<file path="config.mk">
export PLATFORM = sky130hd
export DESIGN_NAME = double_ended_queue
export DESIGN_NICKNAME = d
export VERILOG_FILES = /design/src/sv/deq_pkg.sv /design/src/sv/deq_ram.sv /design/src/sv/deq_ctrl.sv /design/src/sv/double_ended_queue.sv
export SDC_FILE = /design/constraint.sdc
export NUM_CORES = 1
export LEC_CHECK = 0
export ABC_AREA = 1
export BUFFER_PORTS_ARGS = -buffer_cell sky130_fd_sc_hd__buf_2
export CAP_MARGIN = 40
export CORE_ASPECT_RATIO = 0.6
export CORE_MARGIN = 2
export CORE_UTILIZATION = 40
export CTS_CLUSTER_SIZE = 40
export DETAILED_ROUTE_END_ITERATION = 8
export PLACE_DENSITY = 0.57
export SYNTH_ARGS = -nofsm -noshare
export SYNTH_HDL_FRONTEND = slang
export SYNTH_SLANG_ARGS = --single-unit
</file>
<file path="constraint.sdc">
create_clock -name clk -period 6.32 [get_ports clk]
set_clock_uncertainty 0.1 [all_clocks]
set_input_delay 1.264 -clock clk [delete_from_list [all_inputs] [get_ports clk]]
set_output_delay 1.264 -clock clk [all_outputs]
set_load 0.005 [all_outputs]
</file>
<file path="src/sv/deq_pkg.sv">
// ----------------------------------------------------------------------------
// deq_pkg
// Shared sizes, types and codes for the double-ended queue.
// ----------------------------------------------------------------------------
package deq_pkg;

    localparam int DEPTH  = 16;
    localparam int WORD_W = 32;
    localparam int PTR_W  = (DEPTH > 1) ? $clog2(DEPTH) : 1;
    localparam int CNT_W  = $clog2(DEPTH + 1);
    localparam int OCC_W  = 5;

    typedef logic [PTR_W-1:0]  ptr_t;
    typedef logic [CNT_W-1:0]  cnt_t;
    typedef logic [CNT_W:0]    sum_t;
    typedef logic [OCC_W-1:0]  occ_t;
    typedef logic [1:0]        cmd_t;
    typedef logic [1:0]        status_t;

    localparam cmd_t CMD_PUSH_FRONT = 2'd0;
    localparam cmd_t CMD_PUSH_REAR  = 2'd1;
    localparam cmd_t CMD_POP_FRONT  = 2'd2;
    localparam cmd_t CMD_POP_REAR   = 2'd3;

    localparam status_t ST_DONE  = 2'd0;
    localparam status_t ST_EMPTY = 2'd1;
    localparam status_t ST_FULL  = 2'd2;

    typedef enum logic {
        S_IDLE,
        S_READ
    } state_t;

    // result control handed from the sequencer to the output register
    typedef struct packed {
        logic    load;
        logic    take_ram;
        status_t status;
        occ_t    occupancy;
    } res_ctl_t;

    // occupancy field shows the count modulo 32
    function automatic occ_t occ_of(input cnt_t c);
        logic [CNT_W+OCC_W-1:0] w;
        w = {{OCC_W{1'b0}}, c};
        return w[OCC_W-1:0];
    endfunction

endpackage

</file>
<file path="src/sv/deq_ram.sv">
// ----------------------------------------------------------------------------
// deq_ram
// Single-port-write, single-port-read synchronous RAM, registered read data.
// ----------------------------------------------------------------------------
module deq_ram #(
    parameter int WORDS  = 16,
    parameter int ADDR_W = 4,
    parameter int DATA_W = 32
) (
    input  logic              clk,
    input  logic              wr_en,
    input  logic [ADDR_W-1:0] wr_addr,
    input  logic [DATA_W-1:0] wr_data,
    input  logic              rd_en,
    input  logic [ADDR_W-1:0] rd_addr,
    output logic [DATA_W-1:0] rd_data
);

    logic [DATA_W-1:0] mem [WORDS];

    always_ff @(posedge clk)
    begin
        if (wr_en)
        begin
            mem[wr_addr] <= wr_data;
        end
    end

    always_ff @(posedge clk)
    begin
        if (rd_en)
        begin
            rd_data <= mem[rd_addr];
        end
    end

endmodule

</file>
<file path="src/sv/deq_ctrl.sv">
// ----------------------------------------------------------------------------
// deq_ctrl
// Ring pointer, entry count and request sequencer of the queue.
// ----------------------------------------------------------------------------
module deq_ctrl (
    input  logic                     clk,
    input  logic                     rst_n,
    input  logic                     in_valid,
    output logic                     in_ready,
    input  deq_pkg::cmd_t            cmd,
    input  logic                     out_free,
    output logic                     wr_en,
    output deq_pkg::ptr_t            wr_addr,
    output logic                     rd_en,
    output deq_pkg::ptr_t            rd_addr,
    output deq_pkg::res_ctl_t        res
);

    import deq_pkg::*;

    localparam ptr_t PTR_LAST = ptr_t'(DEPTH - 1);
    localparam cnt_t CNT_FULL = cnt_t'(DEPTH);
    localparam sum_t SUM_WRAP = sum_t'(DEPTH);

    state_t state_reg, state_next;
    ptr_t   front_reg, front_next;
    cnt_t   count_reg, count_next;

    logic   accept, is_push, full, empty;
    ptr_t   front_inc, front_dec, rear_pos, last_pos;
    sum_t   rear_sum, rear_wrap;

    assign accept  = in_valid && in_ready;
    assign is_push = (cmd == CMD_PUSH_FRONT) || (cmd == CMD_PUSH_REAR);
    assign full    = (count_reg == CNT_FULL);
    assign empty   = (count_reg == '0);

    // ring neighbors of the front and the rear, wrap without a divider
    assign front_inc = (front_reg == PTR_LAST) ? '0 : front_reg + ptr_t'(1);
    assign front_dec = (front_reg == '0) ? PTR_LAST : front_reg - ptr_t'(1);
    assign rear_sum  = sum_t'(front_reg) + sum_t'(count_reg);
    assign rear_wrap = (rear_sum >= SUM_WRAP) ? rear_sum - SUM_WRAP : rear_sum;
    assign rear_pos  = rear_wrap[PTR_W-1:0];
    assign last_pos  = (rear_pos == '0) ? PTR_LAST : rear_pos - ptr_t'(1);

    always_comb
    begin
        wr_en   = accept && is_push && !full;
        wr_addr = (cmd == CMD_PUSH_FRONT) ? front_dec : rear_pos;
        rd_en   = accept && !is_push && !empty;
        rd_addr = (cmd == CMD_POP_FRONT) ? front_reg : last_pos;
    end

    always_comb
    begin
        front_next = front_reg;
        count_next = count_reg;
        if (wr_en)
        begin
            count_next = count_reg + cnt_t'(1);
            if (cmd == CMD_PUSH_FRONT)
            begin
                front_next = front_dec;
            end
        end
        else if (rd_en)
        begin
            count_next = count_reg - cnt_t'(1);
            if (cmd == CMD_POP_FRONT)
            begin
                front_next = front_inc;
            end
        end
    end

    // next state
    always_comb
    begin
        state_next = state_reg;
        case (state_reg)
            S_IDLE:
            begin
                if (rd_en)
                begin
                    state_next = S_READ;
                end
            end
            S_READ:  state_next = S_IDLE;
            default: state_next = S_IDLE;
        endcase
    end

    // outputs
    always_comb
    begin
        in_ready      = 1'b0;
        res.load      = 1'b0;
        res.take_ram  = 1'b0;
        res.status    = ST_DONE;
        res.occupancy = occ_of(count_next);
        case (state_reg)
            S_IDLE:
            begin
                in_ready = out_free;
                // pushes and failed pops finish in the accept cycle
                res.load = accept && !rd_en;
                if (accept && is_push && full)
                begin
                    res.status = ST_FULL;
                end
                else if (accept && !is_push && empty)
                begin
                    res.status = ST_EMPTY;
                end
            end
            S_READ:
            begin
                res.load      = 1'b1;
                res.take_ram  = 1'b1;
                res.occupancy = occ_of(count_reg);
            end
            default:
            begin
                in_ready = 1'b0;
            end
        endcase
    end

    always_ff @(posedge clk or negedge rst_n)
    begin
        if (!rst_n)
        begin
            state_reg <= S_IDLE;
            front_reg <= '0;
            count_reg <= '0;
        end
        else
        begin
            state_reg <= state_next;
            front_reg <= front_next;
            count_reg <= count_next;
        end
    end

endmodule

</file>
<file path="src/sv/double_ended_queue.sv">
// ----------------------------------------------------------------------------
// double_ended_queue
// Bounded deque of signed words kept in a ring inside one synchronous RAM.
// ----------------------------------------------------------------------------
// Each request beat pushes a word at the front or rear, or pops one from the
// front or rear, and returns exactly one result beat with the popped word, a
// status (done, empty on pop, full on push) and the entry count after the
// request. A push or a refused request loads its result in the accept cycle; a
// successful pop passes through S_READ first, since the entry RAM's read data is
// registered. in_ready is low during the pop read cycle and while a result beat
// waits unaccepted with out_ready low. The RAM has no reset; entries are only
// read after a push wrote them.
module double_ended_queue (
    input  logic                          clk,
    input  logic                          rst_n,
    input  logic                          in_valid,
    output logic                          in_ready,
    input  deq_pkg::cmd_t                 cmd,
    input  logic signed [deq_pkg::WORD_W-1:0] push_value,
    output logic                          out_valid,
    input  logic                          out_ready,
    output logic signed [deq_pkg::WORD_W-1:0] pop_value,
    output deq_pkg::status_t              status,
    output deq_pkg::occ_t                 occupancy
);

    import deq_pkg::*;

    logic              out_valid_reg;
    logic [WORD_W-1:0] pop_value_reg;
    status_t           status_reg;
    occ_t              occupancy_reg;

    logic              out_free;
    logic              wr_en, rd_en;
    ptr_t              wr_addr, rd_addr;
    logic [WORD_W-1:0] rd_data;
    res_ctl_t          res;

    assign out_free = !out_valid_reg || out_ready;

    deq_ctrl u_ctrl (
        .clk      (clk),
        .rst_n    (rst_n),
        .in_valid (in_valid),
        .in_ready (in_ready),
        .cmd      (cmd),
        .out_free (out_free),
        .wr_en    (wr_en),
        .wr_addr  (wr_addr),
        .rd_en    (rd_en),
        .rd_addr  (rd_addr),
        .res      (res)
    );

    deq_ram #(
        .WORDS  (DEPTH),
        .ADDR_W (PTR_W),
        .DATA_W (WORD_W)
    ) u_ram (
        .clk     (clk),
        .wr_en   (wr_en),
        .wr_addr (wr_addr),
        .wr_data (push_value),
        .rd_en   (rd_en),
        .rd_addr (rd_addr),
        .rd_data (rd_data)
    );

    // result beat register
    always_ff @(posedge clk or negedge rst_n)
    begin
        if (!rst_n)
        begin
            out_valid_reg <= 1'b0;
        end
        else if (res.load)
        begin
            out_valid_reg <= 1'b1;
        end
        else if (out_ready)
        begin
            out_valid_reg <= 1'b0;
        end
    end

    always_ff @(posedge clk)
    begin
        if (res.load)
        begin
            pop_value_reg <= res.take_ram ? rd_data : '0;
            status_reg    <= res.status;
            occupancy_reg <= res.occupancy;
        end
    end

    assign out_valid = out_valid_reg;
    assign pop_value = pop_value_reg;
    assign status    = status_reg;
    assign occupancy = occupancy_reg;

endmodule

</file>
# Word-level counts from Yosys, hierarchy flattened
# Memory sizes are Yosys's and may differ from the RTL's. A register that Yosys moved wholly into a read port is not among the register bits.
# Index checks and enable logic that the tools add are counted.
# totals
regBits	50
ram_bits	512
inputBits	38
output_inout_bits	41
word_cells	71
n_memories	1
# classes
n_addsub	7
n_lt_le_gt_ge	1
eq_ne	5
muxes	24
bitwise_logic	1
n_reduce_logical	24
# mem_list
name	depth	word_bits	read_ports	rd_clocked_by_memory_dff	wr	line	source
u_ram.mem	16	32	1	1	1	deq_ram.sv:19	logic [DATA_W-1:0] mem [WORDS];
# ops
operator	n
$mux W4	10
$mux W5	3
$sub A4 B1 Y4 const B	3
$logic_and A1 B1 Y1	8
$logic_not A4 Y1	2
$mux W1	8
$add A4 B5 Y6	1
$ge A6 B5 Y1 const B	1
$reduce_bool A2 Y1	3
$add A5 B1 Y5 const B	1
$eq A5 B5 Y1 const B	1
$logic_not A1 Y1	5
$logic_not A5 Y1	1
$sub A5 B1 Y5 const B	1
$add A4 B1 Y4 const B	1
$eq A4 B4 Y1 const B	1
$pmux W1 S2	2
$reduce_and A3 Y1	1
$eq A2 B1 Y1 const B	1
$eq A2 B2 Y1 const B	1
$logic_not A2 Y1	1
$logic_or A1 B1 Y1	2
$mux W2	1
$ne A2 B2 Y1 const B	1
2 further kinds	2

# Logic depth before layout (Yosys ltp)
# Gate-level depths: netlist (run 1).
# depth
word_depth	10
mapped_depth	14
depth_no_buf	13

# Hierarchy
# Synthesis (run 1) repeated with hierarchy kept, for this count alone.
# unflattened
hier_cells	2408
area_unflattened_um2	25688.4
# by_module_without_submodules
module	n_inst	cells_per_inst	area_each_um2	seq_area_each_um2
deq_ram	1	2120	23050.9	16335.7
double_ended_queue	1	111	1485.2	1196.1
deq_ctrl	1	177	1152.4	250.2

# Least setup slack after synthesis (run 1)
# No wires, ideal clock.
# synth_timing
kind	input port to flip-flop
from	in cmd[1]
to	mem u_ram.mem[4][0] (enable)
setup_ns	0.421
arrival_ns	3.673
t_required_ns	5.799
slack_ns	2.125
path_stages	7
n_path_buf	1
path_cell_list	buf_4 -> nor2_1 -> inv_1 -> or2_2 -> o21ai_0 -> nand2_1 -> nor2_1
# synth_between
elab_chain_len	6
word_cells_on_any_way	8
classes_between	eq/ne (1); mux (3); reduce/logical (4)
# synth_rtl
element	line	source
from (decl)	double_ended_queue.sv:18	input deq_pkg::cmd_t cmd,
$eq A2 B1 Y1 / $logic_not A2 Y1 (equally long branches)	deq_ctrl.sv:34, deq_ctrl.sv:49	
$logic_or A1 B1 Y1	deq_ctrl.sv:34	assign is_push = (cmd == CMD_PUSH_FRONT) || (cmd == CMD_PUSH_REAR);
$logic_and A1 B1 Y1 (2 in a row)	deq_ctrl.sv:48	wr_en = accept && is_push && !full;
$mux W1	deq_ram.sv:23	if (wr_en)
$mux W1 (implied by the code)	deq_ram.sv:25	mem[wr_addr] <= wr_data;
to (decl)	deq_ram.sv:19	
# Several ways; a longest one is shown, not always the timed one.

# Final worst setup path (run 1)
# layout_timing
from	reg u_ctrl.count_reg[0]
to	reg u_ram.rd_data[10], read port of u_ram.mem, data pin
# layout_between
elab_chain_len	6
word_cells_on_any_way	11
classes_between	add/sub (3); order compare (1); mux (3); reduce/logical (4)
# layout_rtl
element	line	source
from (decl)	deq_ctrl.sv:27	cnt_t count_reg, count_next;
from (signal assigned)	deq_ctrl.sv:141	count_reg <= count_next;
$add A4 B5 Y6	deq_ctrl.sv:41	assign rear_sum = sum_t'(front_reg) + sum_t'(count_reg);
$ge A6 B5 Y1 / $sub A4 B1 Y4 (equally long branches)	deq_ctrl.sv:42	assign rear_wrap = (rear_sum >= SUM_WRAP) ? rear_sum - SUM_WRAP : rear_sum;
$mux W4	deq_ctrl.sv:42	
$sub A4 B1 Y4 / $logic_not A4 Y1 (equally long branches)	deq_ctrl.sv:44	assign last_pos = (rear_pos == '0) ? PTR_LAST : rear_pos - ptr_t'(1);
$mux W4	deq_ctrl.sv:44	
$mux W4	deq_ctrl.sv:51	rd_addr = (cmd == CMD_POP_FRONT) ? front_reg : last_pos;
to (decl)	deq_ram.sv:16	output logic [DATA_W-1:0] rd_data
# Several ways; a longest one is shown, not always the timed one.
# A chain may end at the register's enable or synchronous reset.

==> results of run 1 <==
[cell usage in the layout (no fill, tap or decap), types with 16 or more instances in the layout]
master	n
buf_4	35
nand2_1	709
nand3_1	526
buf_2	78
clkinv_2	16
o21ai_0	17
edfxtp_1	583
clkbuf_16	57
inv_1	58
nor2_4	16
[final cells by class]
cell class                      count  area [um2]  share of cell area
Timing Repair Buffer              123         906              0.0324
Sequential cell                   594       17800               0.637
Clock inverter                     40         483              0.0173
Clock buffer                       63        1450              0.0519
Tap cell                          828        1040              0.0371
Inverter                           63         236             0.00847
Multi-Input combinational cell   1319        6030               0.216
[worst min path at each step]
stage | startpoint | to | slack (ps) | depth (start not counted)
after floorplan | u_ram.rd_data[0] | pop_value[0] | 380 | 2
after global placement | u_ram.rd_data[1] | pop_value[1] | 390 | 2
after detailed placement | u_ram.rd_data[13] | pop_value[13] | 390 | 2
after CTS | rst_n | out_valid | 400 | 1
after global routing | rst_n | out_valid | 420 | 1
final | u_ram.rd_data[19] | pop_value[19] | 400 | 2
[cell families (layout without fill, tap and decap cells)]
group / Yosys count / in the layout
simple gates: 1280 / 1280
flops: 594 / 594
buf+inv: 191 / 289
compound gates: 21 / 21
fa+ha+maj: 10 / 10
xor+xnor: 8 / 8
[worst min-delay path, cell delays in order, from the launching register on]
cell	delay, ps
edfxtp_1	320
nand2_1	50
inv_1	40
[routing by layer]
metal,vias to the layer above,track usage
li1,7465,-
met4,2,0.0458
met5,-,0
met3,96,0.0350
met1,8008,0.324
met2,631,0.306
[stage by stage]
step	instances	setup slack, ps	cell area, um2	util
after CTS	3030	2640	27900	0.459
after global routing	3030	2330	27900	0.459
after detailed placement	2927	2030	26000	0.428
after global placement	2920	2070	25800	0.424
final	3030	2600	27900	0.459
after floorplan	2104	2130	24600	-
==> reports/results.ini, run 1 <==
[floorplan]
start_util = 0.404
design.core.area_um2 = 60800
fp-row-count = 70
dieWidth_um = 324
die_area_um2 = 63500
pin_count = 79
dieHeight_um = 196

[timing]
tns_ps = 0
period_share = 0.589
holdWs_ps = 397
setup_viol = 0
rsz0062_at_grt = false
post-route-min-period_ps = 3720
maxSlewViolCount = 0
hold_viol_final = 0
fmax_ghz = 0.269
tightest_slew_ps = 955
relSlewSlack = 0.364

[synth]
ys_ff_latch = 594
syn_inst = 2104
yosysUniqueCellTypes = 28
synth_top_family_by_area = simple AND/OR/NAND/NOR gates
ys_seq_area_frac = 0.724
synth_commonest_cells = nand2_1, edfxtp_1, nand3_1, buf_2, inv_1
synth_warnings = 0
synth_ff_type = edfxtp_1
synth_most_common_cell = nand2_1
synthAdderAreaFrac = 0.00540
synthArstFlopShare = 0.0185
synthTopCellsByArea = edfxtp_1, nand2_1, nand3_1
synth_simple_gate_area_share = 0.225
synth-edff-count = 583
synth_xor_area_frac = 0.00285
yosysTopAreaCell = edfxtp_1
syn-num-nets = 2152
synthMuxAreaShare = 0
synth_top_area_frac = 0.713
syn_area_um2 = 24600
synth-compound-area-share = 0.00504
syn-mean-instance-area_um2 = 11.7

[worst_setup_path]
cp.arrival_ps = 3980
required_ps = 6580
reg2regPathDepth = 13
crit_chain = ha_1 -> fa_1 -> inv_1 -> ha_1 -> nand2_1 -> nand2_1 -> nor2_1 -> nand2_2 -> nand2_2 -> buf_4 -> nand2_1 -> nand3_1 -> nand2_1
ff2ff_setup_slack_ps = 2600
reg2reg_from = u_ctrl.count_reg[0]
worstSetupEndpoint = u_ram.rd_data[10]
path_depth = 13
crit_path_top_delay_cell = buf_4
reg2reg_to = u_ram.rd_data[10]
cp-start-kind = register
crit_path_start = u_ctrl.count_reg[0]
cpLargestDelayFamily = simple AND/OR/NAND/NOR gates
crit_top_cell = nand2_1
critPathKind = reg -> reg
slowest_delay_ps = 670
crit_buf_inv = 2
cp-end-kind = register
worstPathMaxFanout = 46

[status]
status = finished, final reports clean

[clock_network]
cts_tree = done
clock-sinks = 594
insertion_delay_ps = 610
cts.repair.resized = 0
cts_hold_buf = 0
postCtsSetupBuffers = 0
htreeDepth = 2
clock_tree.root_cell = clkbuf_16
path_clk_slew_ps = 70
cts.path.max_buffers = 3
cts_buffers = 56

[layout]
largest_reg_flops = 512
drive_above_1_share = 0.114
area_growth_syn_to_layout_pct = 13.7
antenna_cells = 0
fillers = 5545
nets = 2205

[place]
place_congestion = 0.792
hpwl_mm = 34.9
io_buffers = 78

[routing]
vias = 16200
viasPerCell = 5.35
wl_met2_mm = 28.7
drcViolationCount = 0
drt_pass1_iterations = 5
wl_per_cell_um = 21.8
dr_wl_met3_mm = 4.80
wirelength_mm = 66.1
drtIter0Drc = 1758
highest_layer = met5
wl_met1_mm = 31.3
postRouteAntennaNets = 0

[grt]
antenna_found_initial = 2
grt_use_total = 0.209
grt_first_pass_wirelength_mm = 99.5
grt_pass1_vias = 15600
grt_max_degree = 129
overflow = 0

[hold_path]
holdCritPathClass = reg -> reg

[job]
cap_violations = 0

Power of run 1 is not shown: default switching activity piles up to over one toggle a cycle in this logic, so the estimate is an artifact.
==> run 2, diff against run 1 <==
Clock period 6.32 ns to 3.78 ns, I/O delays scaled along.
==> run 2 against run 1 <==
Against the previous run:
- non-clock buffer count up 16
- largest cell class unchanged
- setup slack worse by 2000 ps
- fmax grew 16%
- cell count increased by 0.40%
- sequential share of layout area down 0.32 points
- register-to-register slack worse by 2000 ps
- global-route usage grew 0.16 points
- via count up 0.62%
==> reports/results.ini, run 2 (synthesis gave the netlist of run 1 again) <==
[timing]
rsz0062_at_grt = false
maxSlewViolCount = 0  ; unchanged
fmax_ghz = 0.312  ; +16%
period_share = 0.848  ; +0.259
tns_ps = 0  ; unchanged
post-route-min-period_ps = 3210  ; -516 ps
setup_viol = 0  ; unchanged
relSlewSlack = 0.482  ; +0.118
tightest_slew_ps = 774  ; -180 ps
holdWs_ps = 407  ; +9.92 ps
hold_viol_final = 0  ; unchanged

[routing]
wirelength_mm = 67.1  ; +1.4%
viasPerCell = 5.36  ; +0.23%
drt_pass1_iterations = 6  ; +1
wl_per_cell_um = 22.0  ; +0.98%
drtIter0Drc = 1723  ; -2.0%
postRouteAntennaNets = 0  ; unchanged
drcViolationCount = 0  ; unchanged
vias = 16300  ; +0.62%

[clock_network]
clock-sinks = 594  ; unchanged
clock_tree.root_cell = clkbuf_16
cts_buffers = 54  ; -3.6%
htreeDepth = 2  ; unchanged
insertion_delay_ps = 610  ; about the same
cts.path.max_buffers = 3  ; unchanged
cts_tree = done
path_clk_slew_ps = 70  ; about the same
postCtsSetupBuffers = 0  ; unchanged

[job]
cap_violations = 0  ; unchanged

[worst_setup_path]
critPathKind = reg -> reg
cp-end-kind = register
cp.arrival_ps = 3480  ; -500 ps
slowest_delay_ps = 500  ; -170 ps
worstPathMaxFanout = 38  ; -17%
crit_path_top_delay_cell = fa_1
cp-start-kind = register
crit_buf_inv = 2  ; unchanged
required_ps = 4050  ; -2530 ps
cpLargestDelayFamily = adder cells
crit_chain = ha_1 -> fa_1 -> inv_1 -> ha_1 -> nand2_1 -> o21ai_4 -> buf_12 -> nand3_1 -> nand2_1 -> nand3_1 -> nand3_1 -> nand2_1

[floorplan]
die_area_um2 = 63500  ; unchanged
dieWidth_um = 324  ; unchanged
fp-row-count = 70  ; unchanged
start_util = 0.404  ; unchanged
dieHeight_um = 196  ; unchanged
pin_count = 79  ; unchanged
design.core.area_um2 = 60800  ; unchanged

[layout]
area_growth_syn_to_layout_pct = 14.3
largest_reg_flops = 512  ; unchanged
fillers = 5522  ; -0.41%
drive_above_1_share = 0.117  ; +0.00259
final_cell_mix = nand2_1, edfxtp_1, nand3_1
nets = 2219  ; +0.63%
final_common_cell = nand2_1

[grt]
overflow = 0  ; unchanged
use_met3 = 0.0412  ; +0.00619
grt.met2_usage = 0.314  ; +0.00791
grt_first_pass_wirelength_mm = 99.7  ; +0.14%
grt_pass1_vias = 15600  ; +0.29%
met1_usage = 0.319  ; -0.00481
grt_use_total = 0.210  ; +0.00161
top_usage_layer = met1
antenna_found_initial = 3  ; +1
grt_max_degree = 126  ; -2.3%

[place]
place_congestion = 0.806  ; +1.8%
hpwl_mm = 34.8  ; -0.24%
io_buffers = 78  ; unchanged

[hold_path]
holdCritPathClass = reg -> reg

[status]
status = finished, final reports clean

==> run 2: cell types whose count changed in the layout (fill, tap and decap cells not counted), sizes merged <==
| cell | change |
|---|---|
| inv | -2 |
| clkinv | +1 |
| dlygate4sd3 | +1 |
| bufinv | -5 |
| diode | +1 |
| clkinvlp | +1 |
| buf | +15 |
==> run 2: metal layers <==
layer  vias up  wire length, um
li1       7488                -
met1      8012            31000
met2       715            29000
met3        82             5870
met4         6             1170
met5         -               36
==> run 2: worst paths after layout <==
check | slack (ps) | start | endpoint | cells after the start
max in group asynchronous | 2890 | rst_n | u_ctrl.count_reg[4] | 2
hold reg to reg | 410 | u_ram.rd_data[16] | pop_value[16] | 2
setup / recovery | 570 | u_ctrl.front_reg[0] | u_ram.rd_data[20] | 12
setup reg to reg | 570 | u_ctrl.front_reg[0] | u_ram.rd_data[20] | 12
hold / removal | 410 | u_ram.rd_data[16] | pop_value[16] | 2
min in group asynchronous | 480 | rst_n | u_ctrl.count_reg[1] | 2
==> run 2: worst register-to-register path, delay by kind of cell (launching register included) <==
| family | cells | cell delay (ps) |
|---|---|---|
| flip-flops | 1 | 460 |
| AND/OR/NAND/NOR | 6 | 620 |
| AO/OA/AOI/OAI | 1 | 320 |
| adder cells (fa/ha/maj) | 3 | 1050 |
| buffers and inverters | 2 | 410 |
==> run 2: per-stage QoR <==
step	setup WS (ps)	utilization	instance area (um2)	instances
2_1_floorplan	93.4	-	24600	2104
3_3_place_gp	593	0.432	26300	2942
3_5_place_dp	602	0.432	26300	2942
4_1_cts	591	0.462	28100	3041
5_1_grt	424	0.462	28100	3041
6_report	573	0.462	28100	3042
==> run 2: repair_timing <==
action                                 CTS  global route
gates resized for setup                  0             0
hold buffers                             1             0
endpoints found under the hold margin   11             0
==> run 2: area by class of cell <==
| cell class | instances | area, um2 | area share |
|---|---|---|---|
| flip-flops and latches | 594 | 17800 | 0.634 |
| multi-input cells | 1319 | 6030 | 0.215 |
| clock buffers | 63 | 1450 | 0.0516 |
| repair buffers | 139 | 1190 | 0.0424 |
| well taps | 828 | 1040 | 0.0369 |
| clock inverters | 35 | 339 | 0.0121 |
| inverters | 63 | 236 | 0.00843 |
| diodes | 1 | 2.50 | 0.0000892 |
Power of run 2 is left out for the same reason.
